==> config.mk <==
export PLATFORM = sky130hd
export DESIGN_NAME = q24_cell
export DESIGN_NICKNAME = d
export VERILOG_FILES = /design/src/rtl/core/q24_pkg.sv /design/src/rtl/core/q24_cell.sv
export SDC_FILE = /design/constraint.sdc
export NUM_CORES = 1
export LEC_CHECK = 0
export BUFFER_PORTS_ARGS = -buffer_cell sky130_fd_sc_hd__buf_2
export CORE_AREA = 8 8 139 141
export CTS_CLUSTER_DIAMETER = 150
export DETAILED_ROUTE_END_ITERATION = 10
export DIE_AREA = 0 0 147 149
export PLACE_DENSITY = 0.79
export SKIP_LAST_GASP = 1
export SYNTH_ARGS = -nofsm -noshare
export SYNTH_HDL_FRONTEND = slang
export SYNTH_SLANG_ARGS = --single-unit
==> constraint.sdc <==
create_clock -name i_clk -period 7.1 [get_ports i_clk]
set_input_delay 0 -clock i_clk [delete_from_list [all_inputs] [get_ports i_clk]]
set_output_delay 0 -clock i_clk [all_outputs]
set_load 0.01 [all_outputs]
==> src/rtl/core/q24_pkg.sv <==
// q24_pkg: operation codes and the stage control struct of the fixed-point alu
// no dependencies; used by scoped names by the alu top level, q24_entry and q24_cell

package q24_pkg;

    localparam int unsigned FUNC_W = 4;
    localparam int unsigned DATA_W = 32;

    localparam logic [FUNC_W-1:0] FN_ADD  = 4'd0;
    localparam logic [FUNC_W-1:0] FN_SUB  = 4'd1;
    localparam logic [FUNC_W-1:0] FN_MUL  = 4'd2;
    localparam logic [FUNC_W-1:0] FN_DIV  = 4'd3;
    localparam logic [FUNC_W-1:0] FN_LT   = 4'd4;
    localparam logic [FUNC_W-1:0] FN_LE   = 4'd5;
    localparam logic [FUNC_W-1:0] FN_GT   = 4'd6;
    localparam logic [FUNC_W-1:0] FN_GE   = 4'd7;
    localparam logic [FUNC_W-1:0] FN_EQ   = 4'd8;
    localparam logic [FUNC_W-1:0] FN_NE   = 4'd9;
    localparam logic [FUNC_W-1:0] FN_MIN  = 4'd10;
    localparam logic [FUNC_W-1:0] FN_MAX  = 4'd11;
    localparam logic [FUNC_W-1:0] FN_INC  = 4'd12;
    localparam logic [FUNC_W-1:0] FN_DEC  = 4'd13;
    localparam logic [FUNC_W-1:0] FN_FINT = 4'd14;
    localparam logic [FUNC_W-1:0] FN_TINT = 4'd15;

    // control travelling alongside the divider data
    typedef struct packed {
        logic              valid;
        logic [FUNC_W-1:0] func;
        logic [DATA_W-1:0] res;   // result of every operation but divide and the compares
        logic              cmp;
        logic              dz;
        logic              neg;   // quotient sign
    } t_ctrl;

endpackage

==> src/rtl/core/q24_cell.sv <==
// q24_cell: one restoring-division step, produces one quotient bit per cycle while i_en is high
// and hands remainder, dividend and control to the next cell; uses q24_pkg

module q24_cell #(
    parameter int unsigned NB = 40
) (
    input  logic                        i_clk,
    input  logic                        i_rst_n,
    input  logic                        i_en,
    input  q24_pkg::t_ctrl              i_ctrl,
    input  logic [q24_pkg::DATA_W-1:0]  i_dvs,
    input  logic [q24_pkg::DATA_W-1:0]  i_rem,
    input  logic [NB-1:0]               i_dvd,
    input  logic [NB-1:0]               i_quo,
    output q24_pkg::t_ctrl              o_ctrl,
    output logic [q24_pkg::DATA_W-1:0]  o_dvs,
    output logic [q24_pkg::DATA_W-1:0]  o_rem,
    output logic [NB-1:0]               o_dvd,
    output logic [NB-1:0]               o_quo
);

    localparam int unsigned W = q24_pkg::DATA_W;

    q24_pkg::t_ctrl r_ctrl;
    logic [W-1:0]   r_dvs, r_rem;
    logic [NB-1:0]  r_dvd, r_quo;
    logic [W:0]     w_trial, w_diff;
    logic           w_ge;

    assign w_trial = {i_rem, i_dvd[NB-1]};
    assign w_diff  = w_trial - {1'b0, i_dvs};
    assign w_ge    = (w_trial >= {1'b0, i_dvs});

    always_ff @(posedge i_clk) begin
        if (!i_rst_n) begin
            r_ctrl.valid <= 1'b0;
        end else if (i_en) begin
            r_ctrl <= i_ctrl;
            r_dvs  <= i_dvs;
            r_rem  <= w_ge ? w_diff[W-1:0] : w_trial[W-1:0];
            r_dvd  <= {i_dvd[NB-2:0], 1'b0};
            r_quo  <= {i_quo[NB-2:0], w_ge};
        end
    end

    assign o_ctrl = r_ctrl;
    assign o_dvs  = r_dvs;
    assign o_rem  = r_rem;
    assign o_dvd  = r_dvd;
    assign o_quo  = r_quo;

endmodule

==> results.txt <==
- The largest single stage delay on the critical path is 0.57 ns.
* Die extent in y: 149 um
* Clock-pin slew of the registers on the worst-case setup and hold paths: 0.08 ns
- The number of global-route vias before repair was 7,189.
- In this run the worst setup path begins at i_dvs[2].
- Global placement routability congestion: 0.867
* Post-Syn Area: 7850 um2
* Top-area cell type share of the netlist area: 0.697
- CP Launch Type: primary input
- For the worst setup path, the data required time is 7.29 ns.
* Filler cell count: 1,110
- Area occupied by multi-input gates: 2070 um2
- Final worst path period need: 3.25 ns
- Commonest register cell after synthesis: sky130_fd_sc_hd__edfxtp_1
- In the layout the commonest cells are sky130_fd_sc_hd__buf_2 (368), sky130_fd_sc_hd__dlygate4sd3_1 (183), sky130_fd_sc_hd__edfxtp_1 (182), sky130_fd_sc_hd__a21oi_1 (54), sky130_fd_sc_hd__inv_1 (46).
- Derived from the worst setup path, the maximum achievable clock frequency is 308 MHz.
* Tightest slew margin relative to the limit: 0.443
- Final-stage net count: 1,321
* Reg-to-reg startpoint: o_ctrl[39]$_SDFFE_PN0P_
- Fraction of layout instances using a drive strength above 1: 0.375
- The number of hold violations in the final report was 0.
- The floorplan has 48 rows.
* Setup-violating endpoint count in the final report: 0
- The floorplan step defined a die boundary enclosing 21,900 um2.
- Total CTS buffers: 17
* Cell Area, Placed: 9880 um2
- Total Wirelength: 31,100 um
- Before antenna repair, the detailed router went through 7 iterations.
- Once detail routing completed, the nets flagged for antenna violations numbered 0.
- Boundary Pins: 371
- The number of antenna violations at the first check in global routing came to 4.
- Across the VDD grid, the largest voltage drop is 159 uV.
- Traced cell by cell, the critical path runs through dlygate4sd3_1 -> buf_2 -> inv_1 -> ha_1 -> o21ai_0 -> a21oi_1 -> a2111oi_0 -> nor2_1 -> a21o_1 -> o21a_2 -> buf_4 -> mux2_4.
- After detailed routing, the average wire length per cell comes to 23.2 um.
- Initial core utilization: 0.460
* Number of clock sinks seen by CTS: 183
* Clk Latency, worst-skew pair: 0.43 ns
- The total area inside the core boundary comes to 17,100 um2.
- Leaving out fill and tap cells, the most frequent cell in the layout is sky130_fd_sc_hd__buf_2.
- The tightest min-delay check is of the primary input to flop type.
- In the post-synthesis netlist, the biggest area contributors are sky130_fd_sc_hd__edfxtp_1 (70%), sky130_fd_sc_hd__ha_1 (5.1%), sky130_fd_sc_hd__a21oi_1 (3.4%).
- For the final database, setup skew stands at 0 ns.
* Overall die width: 147 um
- Syn. warnings: 0
- Total Routing Usage GR: 0.277
- The total overflow left after global routing is 0.
* Pwr per Cell Area: 228 nW/um2
- Number of port buffers: 368
- Area of all placed cells without fillers: 12,300 um2
* Critical path capture point type: flop
* Syn Nets: 767
- The max-slew violation count came to 0.
* Number of enable flip-flop cells after synthesis: 182
* Largest net degree at the start of global routing: 123
* Cell at the root of the clock tree: sky130_fd_sc_hd__clkbuf_16
* Share of synthesized area occupied by flip-flops and latches: 0.699
- Worst Path Arrival: 3.44 ns
* Static Leak: 0.00536 uW
- Setup repair after global routing missed its margin: no
* Clock tree from TritonCTS: done
- Share of async-settable or async-resettable flops after synthesis: 0
- Synth Register Bits: 183
- Of the available clock period, the critical path in the final layout requires 0.458.
* Synthesized area divided by synthesized cell count: 14.3 um2
- After technology mapping, the gate count stands at 547.
- Origin of the worst min-delay path: i_dvd[8]
- Sequential cell area: 5490 um2
* Violation count after the first detailed-routing iteration: 450
- Number of levels the H-tree was split into: 4
- Transition time of the tightest slew-check pin: 0.835 ns
* Setup total negative slack: 0 ns
- In this run the worst path has a maximum fanout of 56.
- Area Overhead vs Synth: 56.8%
- Number of design rule violations left after detail routing: 0
- Post-synth cell types: 51
- The run finished with clean final reports.
- The first global-routing pass estimated 45,100 um of wire.
- Ratio of routed vias to standard cells: 5.14
* Max Root-Sink Buffers: 2
* Hpwl dp: 20,000 um
- Setup CP Type: primary input to flop
* Highest-delay cell along the critical path: sky130_fd_sc_hd__dlygate4sd3_1
- The largest total area in the synthesized netlist belongs to sky130_fd_sc_hd__edfxtp_1.
* Number of violations of the max-capacitance limit: 0
- Overall via count from detail_route: 6,887
==> per-stage QoR <==
| step | setup slack (ns) | hold WS (ns) | utilization | total power [uW] | instances |
|---|---|---|---|---|---|
| 2_1_floorplan | 2.40 | 0.0989 | - | 1590 | 547 |
| 3_3_place_gp | 4.10 | 0.176 | 0.579 | 1760 | 1124 |
| 3_5_place_dp | 4.06 | 0.178 | 0.579 | 1780 | 1124 |
| 4_1_cts | 3.92 | 0.270 | 0.721 | 2780 | 1338 |
| 5_1_grt | 3.70 | 0.282 | 0.721 | 2900 | 1340 |
| 6_report | 3.85 | 0.288 | 0.721 | 2800 | 1340 |
==> logic make-up after synthesis <==
logic type,synth area share
mux,0.0191
fa+ha+maj,0.0536
xor+xnor,0.0290
flops,0.699
simple gates,0.0683
other cells,0.000478
compound gates,0.0933
buf+inv,0.0372
==> state kept, by name, summed over array words and instances, names as in the netlist <==
signal	flops
o_ctrl	40
o_quo	40
o_dvd	39
o_dvs	32
o_rem	32
==> what timing repair did <==
action	4_1_cts	5_1_grt
buffers inserted	0	0
resized for setup	0	0
hold buffers	183	0
hold endpoints to repair	182	0
==> where the power goes <==
| group | internal [uW] | switching [uW] | total [uW] |
|---|---|---|---|
| Clock | 472 | 470 | 942 |
| Sequential | 1290 | 24.3 | 1310 |
| Combinational | 254 | 296 | 550 |
==> layout make-up <==
| class | instances | share of cell area |
|---|---|---|
| Clock inverter | 14 | 0.0126 |
| Antenna cell | 2 | 0.000407 |
| Timing Repair Buffer | 553 | 0.301 |
| Clock buffer | 17 | 0.0346 |
| Sequential cell | 183 | 0.446 |
| Inverter | 46 | 0.0140 |
| Tap cell | 225 | 0.0229 |
| Multi-Input combinational cell | 300 | 0.169 |
==> critical path, delay by kind of cell <==
| family | cells | cell delay, ns |
|---|---|---|
| buf+inv | 4 | 1.31 |
| simple gates | 1 | 0.42 |
| mux | 1 | 0.35 |
| compound gates | 5 | 0.95 |
| fa+ha+maj | 1 | 0.36 |
==> Yosys cell counts, types with 4 or more instances <==
| cell | number |
|---|---|
| sky130_fd_sc_hd__a21o_1 | 8 |
| sky130_fd_sc_hd__a21oi_1 | 54 |
| sky130_fd_sc_hd__and2_1 | 4 |
| sky130_fd_sc_hd__buf_2 | 5 |
| sky130_fd_sc_hd__buf_6 | 5 |
| sky130_fd_sc_hd__clkbuf_1 | 6 |
| sky130_fd_sc_hd__edfxtp_1 | 182 |
| sky130_fd_sc_hd__ha_1 | 32 |
| sky130_fd_sc_hd__inv_1 | 46 |
| sky130_fd_sc_hd__mux2_4 | 8 |
| sky130_fd_sc_hd__nand2_1 | 24 |
| sky130_fd_sc_hd__nand2b_1 | 7 |
| sky130_fd_sc_hd__nand3_1 | 8 |
| sky130_fd_sc_hd__nand4_1 | 8 |
| sky130_fd_sc_hd__nor2_1 | 37 |
| sky130_fd_sc_hd__o21a_1 | 6 |
| sky130_fd_sc_hd__o21ai_0 | 17 |
| sky130_fd_sc_hd__o21ai_1 | 4 |
| sky130_fd_sc_hd__o21bai_1 | 5 |
| sky130_fd_sc_hd__o31ai_1 | 7 |
| sky130_fd_sc_hd__xnor2_1 | 16 |
| sky130_fd_sc_hd__xor2_1 | 10 |
==> final timing paths <==
check	to	slack, ns	depth (start not counted)
setup reg to reg	o_ctrl[39]$_SDFFE_PN0P_	5.89	3
setup / recovery	o_rem[7]$_DFFE_PP_	3.85	12
hold / removal	o_dvd[9]$_DFFE_PP_	0.29	2
hold reg to reg	o_ctrl[39]$_SDFFE_PN0P_	1.15	3
==> layer usage <==
| layer | vias to the layer above | wire length [um] | track usage |
|---|---|---|---|
| met5 | - | 14 | 0 |
| met4 | 2 | 1660 | 0.159 |
| met3 | 86 | 2250 | 0.0710 |
| met2 | 403 | 16000 | 0.491 |
| met1 | 3254 | 11200 | 0.297 |
| li1 | 3142 | - | - |
(Power assumes the default switching activity.)
